[src/hdl/hsht_pkg.sv]
// Package of constants, types and codes for the history table unit.
package hsht_pkg;
  localparam int BANKS = 4;
  localparam int BANK_W = $clog2(BANKS);
  localparam int INDEX_BITS = 16;
  localparam int ADDR_W = BANK_W + INDEX_BITS;
  localparam int DEPTH = 1 << ADDR_W;
  localparam int TOKEN_W = 10;
  localparam int KEY_W = 2 * TOKEN_W;
  localparam int LIMIT_W = 15;
  localparam int SCORE_W = 16;
  localparam int QUO_W = 30;
  localparam int CNT_W = 5;
  localparam logic [LIMIT_W-1:0] LIMIT_RESET = 15'd16384;
  localparam logic [63:0] MIX_C1 = 64'hbf58476d1ce4e5b9;
  localparam logic [63:0] MIX_C2 = 64'h94d049bb133111eb;
  localparam logic [CNT_W-1:0] HASH_LAST = 5'd5;
  localparam logic [CNT_W-1:0] DIV_LAST = CNT_W'(QUO_W - 1);

  typedef enum logic [3:0] {
    ST_CLEAR, ST_IDLE, ST_HASH, ST_READ, ST_WAIT, ST_MAG, ST_DIV, ST_FINISH
  } state_t;

  typedef enum logic [2:0] {
    HS_X_C1LO, HS_X_C1HI, HS_MIX, HS_Y_C2LO, HS_YLO_C2HI, HS_YHI_C2LO
  } hash_step_t;

  typedef struct packed {
    logic       load;
    logic       hash_en;
    hash_step_t hash_step;
    logic       rd_en;
    logic       wait_cap;
    logic       mag_en;
    logic       div_step;
    logic       finish;
    logic       clr_en;
  } cmd_t;

  typedef struct packed {
    logic skip;
    logic update;
    logic clr_done;
  } status_t;
endpackage

[src/hdl/hsht_ctrl.sv]
// Controller state machine of the history table unit.
module hsht_ctrl import hsht_pkg::*; (
  input  logic    clk,
  input  logic    rst,
  input  logic    start,
  input  status_t status,
  output cmd_t    cmd,
  output logic    busy
);
  state_t state, state_next;
  logic [CNT_W-1:0] cnt, cnt_next;

  always_ff @(posedge clk) begin
    if (rst) begin
      state <= ST_CLEAR;
      cnt <= '0;
    end else begin
      state <= state_next;
      cnt <= cnt_next;
    end
  end

  always_comb begin
    state_next = state;
    cnt_next = cnt;
    unique case (state)
      ST_CLEAR: begin
        if (status.clr_done) state_next = ST_IDLE;
      end
      ST_IDLE: begin
        if (start) begin
          state_next = ST_HASH;
          cnt_next = '0;
        end
      end
      ST_HASH: begin
        if (status.skip) begin
          state_next = ST_FINISH;
        end else if (cnt == HASH_LAST) begin
          state_next = ST_READ;
          cnt_next = '0;
        end else begin
          cnt_next = cnt + 1'b1;
        end
      end
      ST_READ: state_next = ST_WAIT;
      ST_WAIT: state_next = status.update ? ST_MAG : ST_FINISH;
      ST_MAG: begin
        state_next = ST_DIV;
        cnt_next = '0;
      end
      ST_DIV: begin
        if (cnt == DIV_LAST) begin
          state_next = ST_FINISH;
          cnt_next = '0;
        end else begin
          cnt_next = cnt + 1'b1;
        end
      end
      ST_FINISH: state_next = ST_IDLE;
      default: state_next = ST_IDLE;
    endcase
  end

  always_comb begin
    cmd = '0;
    busy = (state != ST_IDLE);
    unique case (state)
      ST_CLEAR: cmd.clr_en = 1'b1;
      ST_IDLE: cmd.load = start;
      ST_HASH: begin
        cmd.hash_en = !status.skip;
        cmd.hash_step = hash_step_t'(cnt[2:0]);
      end
      ST_READ: cmd.rd_en = 1'b1;
      ST_WAIT: cmd.wait_cap = 1'b1;
      ST_MAG: cmd.mag_en = 1'b1;
      ST_DIV: cmd.div_step = 1'b1;
      ST_FINISH: cmd.finish = 1'b1;
      default: cmd = '0;
    endcase
  end
endmodule

[config.mk]
export PLATFORM = sky130hd
export DESIGN_NAME = hsht_ctrl
export DESIGN_NICKNAME = d
export VERILOG_FILES = /design/src/hdl/hsht_pkg.sv /design/src/hdl/hsht_ctrl.sv
export SDC_FILE = /design/constraint.sdc
export NUM_CORES = 1
export LEC_CHECK = 0
export BUFFER_PORTS_ARGS = -buffer_cell sky130_fd_sc_hd__buf_4
export CORE_AREA = 3 3 40 42
export CTS_CLUSTER_SIZE = 40
export DETAILED_ROUTE_END_ITERATION = 8
export DIE_AREA = 0 0 43 45
export PLACE_DENSITY = 0.75
export SYNTH_ARGS = -nofsm -noshare
export SYNTH_HDL_FRONTEND = slang
export SYNTH_SLANG_ARGS = --single-unit
[constraint.sdc]
create_clock -name clk -period 1.4 [get_ports clk]
set_clock_uncertainty 0.05 [all_clocks]
set_input_delay 0.21 -clock clk [delete_from_list [all_inputs] [get_ports clk]]
set_output_delay 0.21 -clock clk [all_outputs]
set_load 0.05 [all_outputs]
# Word-level counts from Yosys, hierarchy flattened
# Cells that the tools add are included.
# totals
out_inout_bits	12
ff_bits	9
inputBits	6
# classes
n_reduce_logical	5
n_addsub	1
mux	20
eq_ne	15
# ops
cell	n
$pmux 4 s7	1
$mux 4	6
$mux 5	4
$pmux 5 s4	1
$eq 4x3->1 const B	4
$eq 4x2->1 const B	2
$ne 2x2->1 const B	4
$mux 1	7
$add 5x1->5 const B	1
$eq 5x3->1 const B	1
$eq 5x5->1 const B	1
$eq 4x1->1 const B	1
$logic_not 4->1	1
$ne 4x1->1 const B	1
$reduce_and 4->1	1
$reduce_bool 4->1	1
$ne 3x3->1 const B	1
$reduce_and 3->1	1
$mux 2	1
$logic_not 1->1	1

# Longest topological paths before layout
# Gate-level depths: netlist (run 1).
# logic_depth
word_depth	4
ltp_mapped	7

# Worst setup path before layout (run 1)
# Ideal clock, no wire load.
# synth_path
kind	register to output
startpoint	register state[0]
endpoint	output cmd[0] (netlist name)
stages_incl_launch_ff	3
path_slack_ps	-448
t_arrival_ps	1588
path_cell_list	dfxtp_1 -> clkbuf_1 -> nor3_1
# synth_lines
element	line	source
start: declaration	hsht_ctrl.sv:10	state_t state, state_next;
start signal: assignment	hsht_ctrl.sv:18	state <= state_next;
end: declaration	hsht_ctrl.sv:7	output cmd_t cmd,

# Worst setup path after layout (run 1)
# layout_path
startpoint	register state[2]
endpoint	register cnt[2]
# layout_between
elab_chain_cells	3
# layout_lines
element	line	source
$eq 4x1->1, or another cell as far along	hsht_ctrl.sv:26	unique case (state)
$reduce_bool 4->1 (no line) or $ne 2x2->1 (tied branches)	n/a	
$reduce_and 3->1 (no line)	n/a	
end signal: assignment	hsht_ctrl.sv:19	cnt <= cnt_next;
end: declaration	hsht_ctrl.sv:11	logic [CNT_W-1:0] cnt, cnt_next;
# Parallel ways exist; a longest one is shown, timed or not.
# A chain may end at the register's enable or synchronous reset.

==> impl_metrics.ini, run 1 <==
[sta]
tns_ps = -1770
rsz0062_at_grt = true
final_min_period_over_clock_period_pct = 115
worstMarginPinSlew_ps = 343
finalWorstSetupSlack_ps = -203
maxSlewHeadroom_pct = 77.0
fmax_mhz = 624
hold_viol = 0
setup_viol = 18
slew_viol_final = 0
fin_crit_ps = 1600

[global_routing]
grt_pass1_vias = 781
grt_pass1_wl_mm = 3.50
grt_remaining_overflow = 0
grt_max_degree = 13
track_usage_pct = 24.8
antenna_found_initial = 0

[clock_network]
cts_sinks = 8
path_clk_slew_ps = 60
cts_buffers = 3
cts_buffer_depth = 2
htreeDepth = 1
root_buffer = clkbuf_4
cts_tree = built
worstSkewPairLatency_ps = 270

[placed_design]
port_buffers = 17
place_hpwl_mm = 1.18
place_congestion = 0.796

[die]
dieArea_mm2 = 0.00194
row_count = 13
die_x_um = 43
coreArea_mm2 = 0.00128
start_util_pct = 43.3
die_y_um = 45
ios = 18

[run_status]
status = complete, but fails checks
violations = setup timing

[routing]
detail_route.first_pass.iterations = 5
ant_nets = 0
drt-total-wl_mm = 3.03
via_count = 848
viasPerCell = 6.52
drt_iter0_markers = 47
drc = 0
post_drt_wl_per_cell_um = 23.3

[min_path]
hold_class = in -> reg

[run]
maxCapViolCount = 0

[worst_setup_path]
worstSetupPathType = reg -> reg
r2r-start = state[2]$_SDFFE_PP0P_
rr_worst_depth = 5
crit_end = cnt[2]$_SDFFE_PP0P_
start_kind = flip-flop
critPathMaxStageDelay_ps = 380
cpLargestDelayFamily = compound AO/OA/AOI/OAI gates
worstPathCellList = buf_6 > o211ai_1 > o21ai_1 > o22ai_1 > a22o_1
rr_endpoint = cnt[2]$_SDFFE_PP0P_
crit_path_max_fanout = 7
worst-path-stages = 5
cp.required_ps = 1550
cp-startpoint = state[2]$_SDFFE_PP0P_
ff2ff_setup_slack_ps = -200
end_kind = flip-flop
cp.arrival_ps = 1760
path_buf_inv = 1
critPathSlowestCell = dfxtp_4

[synthesis]
synth_nets = 81
synth_seq_area_share_pct = 28.8
syn-cell-area_um2 = 557
synthCells = 73
synth-main-ff-cell = dfxtp_1
synthArstFlopShare_pct = 0
synth_cell_types = 35
yosys_warnings = 0
synth-edff-count = 0
ys_ff_latch = 8
synth.avg_cell_area_um2 = 7.63

[power]
total_power_w = 0.000959
p_leak_nw = 0.517
power.density_mw_per_mm2 = 806
ir_worst_vdd_mv = 0.600

[cells_and_area]
num-fill-cells = 43
multi_input_area_um2 = 518
syn_to_final_growth_pct = 114
layout-drive-gt1-share_pct = 68.7
diodes = 0
final_nets = 125
seqCellArea_um2 = 174
[routing by layer]
layer / global-route usage, % / vias up / routed length [um]
li1: - / 345 / -
met1: 28.3 / 414 / 1130
met2: 44.0 / 66 / 1500
met3: 4.78 / 23 / 224
met4: 12.7 / 0 / 178
met5: 0 / - / 0
[power by group]
group | switching (W) | total [W] | internal, W
logic | 0.000275 | 0.000500 | 0.000225
registers | 0.0000236 | 0.000263 | 0.000240
clock network | 0.0000955 | 0.000195 | 0.0000992
total | 0.000395 | 0.000959 | 0.000564
[per-stage QoR]
step	cell area, um^2	util [%]	setup WS, ps	hold WS (ps)	instances
after global placement	856	66.6	-33.2	414	116
after detailed placement	856	66.6	-45.8	414	116
after CTS	1060	82.8	-62.0	145	125
after global routing	1190	92.6	-199	165	130
after floorplan	614	-	-59.8	344	73
final	1190	92.6	-203	145	130
[how the worst min path moves through the flow]
| stage | startpoint | end | cells after the start |
|---|---|---|---|
| 6_report | rst | state[0]$_SDFFE_PP0P_ | 2 |
| 3_5_place_dp | rst | state[0]$_SDFFE_PP0P_ | 2 |
| 3_3_place_gp | rst | state[0]$_SDFFE_PP0P_ | 2 |
| 4_1_cts | rst | cnt[3]$_SDFFE_PP0P_ | 2 |
| 2_1_floorplan | start | state[0]$_SDFFE_PP0P_ | 2 |
| 5_1_grt | rst | cnt[3]$_SDFFE_PP0P_ | 2 |
[registers in the layout, indices dropped and copies added (netlist names)]
| register | flops |
|---|---|
| state | 3 |
| cnt | 5 |
[repair_timing]
action | CTS | global route
gates cloned | 0 | 0
buffers inserted | 6 | 5
hold buffers | 0 | 0
pin swaps | 8 | 7
setup endpoints to repair | 16 | 18
resized for setup | 38 | 19
[cells in the mapped netlist (all sizes together), types with 2 or more instances]
master	count	area share (%)
a211oi	2	3.6
a21o	2	2.7
a21oi	2	1.8
and2	2	2.2
and3	3	3.6
buf	2	1.8
clkbuf	2	1.3
dfxtp	8	29
ha	2	4.5
inv	5	3.4
nand2	5	3.4
nand2b	2	2.7
nand3	3	2.7
nor2	10	6.7
nor3	5	4.5
nor4b	2	4.3
o21ai	3	2.7
o22ai	2	2.2
or3	2	3.1
[area by class of cell]
class,count,area share [%]
repair buffers,43,36.4
flip-flops and latches,8,14.6
inverters,5,2.00
clock buffers,3,1.89
multi-input cells,56,43.5
well taps,15,1.58
[kinds of logic after synthesis]
group / count (synthesis) / share of synthesized area, %
AND/OR/NAND/NOR: 34 / 33.3
buffers and inverters: 9 / 6.52
multiplexers: 1 / 1.80
flip-flops: 8 / 28.8
AO/OA/AOI/OAI: 19 / 25.2
adder cells (fa/ha/maj): 2 / 4.49
[cell usage in the layout, fill, tap and decap left out, types with 3 or more instances in the layout]
cell type / netlist / layout
clkbuf_4: 0 / 3
buf_6: 0 / 12
buf_4: 0 / 23
nand3_1: 3 / 3
nor2_4: 0 / 5
dfxtp_4: 0 / 3
nor2_1: 10 / 5
buf_8: 0 / 7
nor3_4: 0 / 4
dfxtp_1: 8 / 3
Note: power is estimated with default switching activity, not from simulation.
==> run 2, diff against run 1 <==
- GPL_TIMING_DRIVEN: not set -> 0
==> run 2 against run 1 <==
The run still ends with setup timing left. Worst setup slack gained 110 ps. Sequential share of layout area is 1.9 points higher. Count of clock-buffer cells in the layout is the same. Die area unchanged. Clock power is 3% lower. Global-route usage shrank 6.1 points. Fmax rose by 7.1%. Critical path type is now reg -> out.
==> impl_metrics.ini, run 2 (same netlist as run 1, synthesis figures left out) <==
[clock_network]
cts_sinks = 8
cts_tree = built
cts_buffer_depth = 2
cts_buffers = 3
htreeDepth = 1
root_buffer = clkbuf_4
path_clk_slew_ps = 60
postCtsHoldBufs = 0
worstSkewPairLatency_ps = 260

[worst_setup_path]
worstPathCellList = buf_12 > nor2_4 > and3_4 > buf_8
cp.required_ps = 1140
end_kind = output pin
path_buf_inv = 2
crit_path_max_fanout = 8
cpLargestDelayFamily = flip-flops
critPathMaxStageDelay_ps = 370
rr_endpoint = cnt[2]$_SDFFE_PP0P_
cp.arrival_ps = 1240
critPathSlowestCell = dfxtp_4
worstSetupPathType = reg -> out
r2r-start = cnt[3]$_SDFFE_PP0P_
ff2ff_setup_slack_ps = -90
start_kind = flip-flop
rr_worst_depth = 5

[run_status]
status = complete, but fails checks
violations = setup timing

[routing]
detail_route.first_pass.iterations = 4
drt_iter0_markers = 24
viasPerCell = 5.86
via_count = 674
drt-total-wl_mm = 1.91
drc = 0
post_drt_wl_per_cell_um = 16.6
ant_nets = 0

[global_routing]
grt_pass1_wl_mm = 2.68
grt_pass1_vias = 575
grt_max_degree = 11
track_usage_pct = 18.7
grt_remaining_overflow = 0
antenna_found_initial = 0

[die]
dieArea_mm2 = 0.00194
die_x_um = 43
die_y_um = 45
ios = 18
start_util_pct = 43.3
coreArea_mm2 = 0.00128
row_count = 13

[power]
p_sw_w = 0.000357
switching_share_pct = 40.4
p_seq_share_pct = 29.5
pwr-share-clk_pct = 21.4
intPower_w = 0.000527
power.density_mw_per_mm2 = 819
combPwrFrac_pct = 49.2
ir_worst_vdd_mv = 0.558
p_leak_nw = 0.425

[cells_and_area]
largest_register = cnt
layout_common_cells = buf_4 (10), buf_6 (9), buf_8 (6)
fin_area_mm2 = 0.00108
final_common_cell = buf_4
largest_register_ffs = 5
top_regs = cnt (5), state (3)
syn_to_final_growth_pct = 93.7
postLayoutCoreUtil_pct = 83.9
final_nets = 110
diodes = 0
layout-drive-gt1-share_pct = 67.0

[sta]
worstMarginPinSlew_ps = 418
maxSlewHeadroom_pct = 72.2
fin_crit_ps = 1500
hold_viol = 0
slew_viol_final = 0
final_min_period_over_clock_period_pct = 107
tns_ps = -688
finalWorstSetupSlack_ps = -96.5
fmax_mhz = 668
setup_viol = 13
rsz0062_at_grt = true

[placed_design]
place_hpwl_mm = 1.07
placed_cell_area_um2 = 753
port_buffers = 16
place_ws_ps = -189
place_congestion = 0.764

[min_path]
worstHoldStart = start
min_to = state[0]$_SDFFE_PP0P_
holdPathStages = 3
hold_class = in -> reg

[run]
maxCapViolCount = 0
run 2: cell count changes in the layout (fill, tap and decap cells not counted), sizes merged:
cell / previous run / this run
buf: 43 / 27
clkbuf: 3 / 4
clkinvlp: 0 / 1
inv: 5 / 4
run 2: worst min-delay path, delay by kind of cell:
kind / cells / cell delay (ps)
and+or+nand+nor: 1 / 40
AOI/OAI and AO/OA: 1 / 120
buffers and inverters: 1 / 100
run 2: per-layer routing:
metal	up-vias	GRT usage, %	part of all wire, %	wire [um]
met5	-	0	0	0
met2	34	34.4	50	955
met1	311	22.1	41	785
met4	0	5.42	2.1	40
li1	321	-	-	-
met3	8	3.59	6.7	128
run 2: power by group through the flow:
stage | Clock [W] | Sequential [W] | Combinational [W]
finish | 0.000189 | 0.000260 | 0.000434
global route | 0.000200 | 0.000261 | 0.000457
CTS | 0.000190 | 0.000257 | 0.000353
detailed placement | 0 | 0.000259 | 0.000278
global placement | 0 | 0.000258 | 0.000275
floorplan | 0 | 0.000255 | 0.000211
run 2: worst max path at each step:
stage                               start                   to  slack [ps]  cells after the start
floorplan           state[0]$_SDFFE_PP0P_               cmd[0]         -60                      2
global placement    state[2]$_SDFFE_PP0P_  cnt[2]$_SDFFE_PP0P_        -170                      5
detailed placement  state[2]$_SDFFE_PP0P_  cnt[2]$_SDFFE_PP0P_        -190                      5
CTS                 state[1]$_SDFFE_PP0P_              cmd[10]         -70                      4
global route          cnt[1]$_SDFFE_PP0P_  cnt[4]$_SDFFE_PP0P_        -180                      7
finish              state[2]$_SDFFE_PP0P_              cmd[10]        -100                      4
run 2: metrics by stage:
| stage | hold slack (ps) | cells | power [W] |
|---|---|---|---|
| after floorplan | 344 | 73 | 0.000467 |
| after global placement | 459 | 104 | 0.000533 |
| after detailed placement | 455 | 104 | 0.000537 |
| after CTS | 192 | 112 | 0.000800 |
| after global routing | 226 | 115 | 0.000918 |
| final | 199 | 115 | 0.000884 |
run 2: final cells by class:
cell class / instances / area, um^2
multi-input cells: 56 / 524
repair buffers: 24 / 251
fillers: 62 / 206
flip-flops and latches: 8 / 178
plain buffers: 4 / 58.8
inverters: 5 / 25.0
clock buffers: 3 / 22.5
well taps: 15 / 18.8
run 2: repair_timing:
item	4_1_cts	5_1_grt
setup endpoints to repair	18	18
pin swaps	5	7
setup buffers	7	3
hold endpoints to repair	0	0
resized for setup	37	28
